## src/rtl/core/pinhole_point_projector_macros.svh

```systemverilog
// Assertion macros for the point projector.
`ifndef PINHOLE_POINT_PROJECTOR_MACROS_SVH
`define PINHOLE_POINT_PROJECTOR_MACROS_SVH

`ifndef ASSERT_OFF

// Check a property on every rising clock edge outside reset.
`define PPP_ASSERT(lbl, clk, rst, prop, msg) \
  lbl: assert property (@(posedge clk) disable iff (rst) (prop)) else $error(msg);

// Check that a condition never holds outside reset.
`define PPP_NEVER(lbl, clk, rst, cond, msg) \
  lbl: assert property (@(posedge clk) disable iff (rst) !(cond)) else $error(msg);

`else

`define PPP_ASSERT(lbl, clk, rst, prop, msg)
`define PPP_NEVER(lbl, clk, rst, cond, msg)

`endif

`endif

```

## src/rtl/core/ppp_pkg.sv

```systemverilog
package ppp_pkg;

  // Image geometry and intrinsics
  localparam int IMG_W = 1024;
  localparam int IMG_H = 640;
  localparam int QUO_W = 10;

  // Datapath widths
  localparam int DIFF_W = 33;
  localparam int ENT_W  = 33;
  localparam int TERM_W = 52;
  localparam int CAM_W  = 54;
  localparam int NUM_W  = 66;
  localparam int DEN_W  = 55;
  localparam int DIV_LAT = QUO_W + 1;

  // Configuration register indexes
  typedef enum logic [2:0] {
    REG_ROT_W   = 3'd0,
    REG_ROT_X   = 3'd1,
    REG_ROT_Y   = 3'd2,
    REG_ROT_Z   = 3'd3,
    REG_SHIFT_X = 3'd4,
    REG_SHIFT_Y = 3'd5,
    REG_SHIFT_Z = 3'd6
  } cfg_reg_t;

  // floor(2*a*b) in Q2.30: floor(a*b / 2^29)
  function automatic logic signed [34:0] twice(input logic signed [31:0] a,
                                               input logic signed [31:0] b);
    logic signed [63:0] p;
    p = a * b;
    return p[63:29];
  endfunction

  // Clamp a rotation entry to +/- 2^31
  function automatic logic signed [ENT_W-1:0] sat_entry(input logic signed [36:0] v);
    logic signed [36:0] lim;
    lim = 37'sd2147483648;
    if (v > lim) return 33'sd2147483648;
    else if (v < -lim) return -33'sd2147483648;
    else return v[ENT_W-1:0];
  endfunction

  // Round level*255 / 2^16, saturate at 255
  function automatic logic [7:0] color_byte(input logic [16:0] level);
    logic [25:0] s;
    s = ({9'd0, level} << 8) - {9'd0, level} + 26'd32768;
    if (s[25:16] > 10'd255) return 8'd255;
    else return s[23:16];
  endfunction

endpackage

```

## src/rtl/core/ppp_div.sv

```systemverilog
module ppp_div (
  input  logic                      clk,
  input  logic [ppp_pkg::NUM_W-1:0] num,
  input  logic [ppp_pkg::DEN_W-1:0] den,
  input  logic                      ok_in,
  output logic [ppp_pkg::QUO_W-1:0] quo,
  output logic                      ok_out
);
  import ppp_pkg::*;

  logic [NUM_W-1:0] rem [0:QUO_W];
  logic [DEN_W-1:0] dv  [0:QUO_W];
  logic [QUO_W-1:0] qb  [0:QUO_W];
  logic             ok  [0:QUO_W];

  // Enter: flag quotients that would not fit in QUO_W bits
  always_ff @(posedge clk) begin
    rem[0] <= num;
    dv[0]  <= den;
    qb[0]  <= '0;
    ok[0]  <= ok_in && (num < (NUM_W'(den) << QUO_W));
  end

  // Restoring division, one quotient bit per stage, top bit first
  always_ff @(posedge clk) begin
    for (int k = 0; k < QUO_W; k++) begin
      if (rem[k] >= (NUM_W'(dv[k]) << (QUO_W - 1 - k))) begin
        rem[k+1] <= rem[k] - (NUM_W'(dv[k]) << (QUO_W - 1 - k));
        qb[k+1]  <= qb[k] | (QUO_W'(1) << (QUO_W - 1 - k));
      end else begin
        rem[k+1] <= rem[k];
        qb[k+1]  <= qb[k];
      end
      dv[k+1] <= dv[k];
      ok[k+1] <= ok[k];
    end
  end

  assign quo    = qb[QUO_W];
  assign ok_out = ok[QUO_W];

endmodule

```

## config.mk

```make
export PLATFORM = sky130hd
export DESIGN_NAME = ppp_div
export DESIGN_NICKNAME = d
export VERILOG_FILES = /design/src/rtl/core/pinhole_point_projector_macros.svh /design/src/rtl/core/ppp_pkg.sv /design/src/rtl/core/ppp_div.sv
export SDC_FILE = /design/constraint.sdc
export NUM_CORES = 2
export LEC_CHECK = 0
export ABC_CLOCK_PERIOD_IN_PS = 3500
export BUFFER_PORTS_ARGS = -buffer_cell sky130_fd_sc_hd__buf_2
export CORE_AREA = 2 2 487 537
export CTS_CLUSTER_DIAMETER = 80
export DETAILED_ROUTE_END_ITERATION = 10
export DIE_AREA = 0 0 489 539
export MAX_ROUTING_LAYER = met4
export PLACE_DENSITY = 0.38
export SYNTH_ARGS = -nofsm -noshare
export SYNTH_HDL_FRONTEND = slang
export SYNTH_SLANG_ARGS = --single-unit
```

## constraint.sdc

```tcl
create_clock -name clk -period 3.5 [get_ports clk]
set_clock_uncertainty 0.05 [all_clocks]
set_input_delay 0.35 -clock clk [delete_from_list [all_inputs] [get_ports clk]]
set_output_delay 0.35 -clock clk [all_outputs]
set_load 0.01 [all_outputs]
```

==> run summary <==
Placer Congestion - 0.889
Min-Delay Path Class - input pin to flip-flop
failing checks - negative setup slack
WL final - 215000 µm
sequential cell area - 25700 µm²
Compound-Gate Fraction of Synth Area - 20.9%
Slew Viols, Final - 0
R2R cell count - 17
drt wl/cell - 16.8 µm
Worst Setup Start Kind - flip-flop
largest family of logic cells by synthesized area - compound AO/OA/AOI/OAI gates
initial core utilization - 24.9%
Max-Cap Viols - 0
post-place setup slack - -661 ps
Clock Tree Buf Depth - 3
area share of fa/ha/maj cells after synthesis - 12.0%
Hold Path Depth - 2
leakage - 0.0432 µW
post-route ant nets - 0
Post-synth EDFFs - 0
unrepaired setup endpoints after global routing - true
CTS tree - yes
Final Cycle Share - 106%
Area Overhead vs Synth - 46.7%
Final min period - 3700 ps
Fin Hold WS - 131 ps
syn_area_per_cell - 8.70 µm²
Rel. slew slack - 38.8%
post-synthesis cell area - 64300 µm²
Worst Path Arrival - 4320 ps
antenna violations before repair - 1
io pins - 134
final worst setup slack - -199 ps
status - finished, violations left
CP Cell Sequence - inv_2 > ha_4 > nand4_1 > buf_4 > nor4_4 > o31ai_2 > o211ai_1 > o211ai_1 > o211a_1 > o311a_1 > or2_4 > o211ai_4 > buf_6 > buf_6 > and2b_2 > nand4_1 > xnor2_2
CP delay by family, top - compound AO/OA/AOI/OAI gates
Netlist cell types - 100
via count - 55800
Reg clk slew, reported paths - 60 ps
clk_lat worst skew - 810 ps
layout cells sized above 1 - 32.9%
register area share after synthesis - 39.8%
fin nets - 9938
Max FO, Critical Path - 5
XOR/XNOR share of the synthesized area - 6.90%
Buf/Inv on CP - 4
ys flop type - dfxtp_1
Syn. warnings - 0
cts bufs inserted - 155
commonest non-fill, non-tap cell in the layout - buf_4
Async SR Flop Fraction - 0%
vias per cell - 4.36
Root Buffer - clkbuf_16
Total Neg Setup Slack - -10450 ps
initial drt markers - 2746
fillers - 26300
post-synthesis simple-gate area fraction - 13.1%
first-pass GRT wire length - 321000 µm
DRC Markers - 0
worst IR drop on VDD - 516 µV
total track usage - 15.9%
Post-Syn Instances - 7385
WP data required - 4130 ps
Buffers on Ports - 133
Horiz. Die Dim - 489 µm
Worst path depth - 17
final hold vios - 0
endpoints failing setup - 144
Synth Register Bits - 1276
Multi-input gate area - 40100 µm²
die area - 264000 µm²
Crit. End Element - flip-flop
CTS sink cnt - 1276
Slew @ Worst Pin - 915 ps
number of H-tree levels - 4
mux share of post-synthesis cell area - 1.40%
vias in the first global route - 57700
PD cells - 883 nW/µm²
core area - 258000 µm²
CP max stage delay - 360 ps
f_max - 0.270 GHz
grt ovf - 0
critical path class - flip-flop to flip-flop
DRT Pass-1 Iters - 6
die height - 539 µm
HPWL after detailed placement - 164000 µm
pin count of the biggest net entering global routing - 52
commonest non-fill, non-tap cells in the layout - buf_4 (1475), dfxtp_1 (1182), inv_1 (692), a21oi_1 (585), nand2_1 (517)
CP max stage cell - o311a_1
# rows - 196
post-synth net total - 8121
[routing by layer]
| layer | part of all wire, % | global-route usage, % | vias up |
|---|---|---|---|
| met2 | 49 | 26.8 | 791 |
| met5 | 0 | - | - |
| met3 | 2.2 | 1.77 | 397 |
| met1 | 44 | 18.9 | 25300 |
| met4 | 5.2 | 7.64 | 0 |
| li1 | - | - | 29300 |
[cell type report]
cell class | instances | share of cell area, %
multi-input combinational | 5130 | 42.6
sequential | 1276 | 27.2
timing repair buffer | 1910 | 17.0
clock buffer | 217 | 4.85
tap | 3465 | 4.60
inverter | 729 | 2.91
clock inverter | 64 | 0.759
antenna | 1 | 0.00266
[through the flow]
step	utilization [%]	total power, µW	std cells	instance area [µm²]
floorplan	-	44800	7385	64300
global placement	30.8	61400	12200	79600
detailed placement	30.8	61300	12200	79600
CTS	34.5	80600	12700	89200
global route	36.5	89300	12800	94200
finish	36.5	83200	12800	94200
[registers in the layout (all words and copies together), names as in the netlist]
signal	count
qb	55
ok	11
rem	660
dv	550
[kinds of logic after synthesis]
group	after synthesis
adders and majority gates	613
AOI/OAI and AO/OA	2160
muxes	80
DFF	1276
buffers and inverters	983
xor gates and xnor gates	506
and+or+nand+nor	1767
[cell usage after synthesis (all sizes together), types with 12 or more instances]
cell    number  area, µm²
o21a        66        495
a21oi      768       3850
nor3        79        400
a31o        17        149
or4         13       97.6
nand3      110        556
clkbuf     169        634
or3         27        169
o211ai      39        308
a221oi      16        159
inv        729       2740
xor2       209       1830
dfxtp     1276      25500
o21ai      483       2420
nand4b      12        105
nor2       479       1800
nor4        48        319
and4        17        149
ha         604       7560
a41oi       13        129
nand4      161       1010
and3        43        274
o21bai      91        683
mux2        78        878
a211oi      35        278
and2        33        206
nand2      559       2100
nand2b      70        438
a21boi      22        165
a21o       368       2760
buf         85        459
or2         27        169
a211o       16        140
a31oi       66        428
xnor2      297       2600
o31ai       45        373
nor2b       67        419
[power by group]
group / internal, µW / switching, µW
clock network: 10000 / 6520
logic: 22600 / 22200
registers: 18600 / 3190
[what timing repair did]
action / in CTS / in global routing
setup endpoints to repair: 553 / 543
cloned: 18 / 29
pin swaps: 158 / 288
hold buffers: 122 / 0
buffers inserted: 72 / 76
endpoints found under the hold margin: 122 / 0
gates resized for setup: 480 / 985
[final timing paths]
| path | to | startpoint | slack [ps] |
|---|---|---|---|
| worst max-delay path | rem[5][63] | dv[4][6] | -200 |
| worst min register to register | qb[7][7] | qb[6][7] | 270 |
| worst max register to register | rem[5][63] | dv[4][6] | -200 |
| worst min-delay path | dv[0][14] | den[14] | 130 |
(Power assumes the default switching activity.)
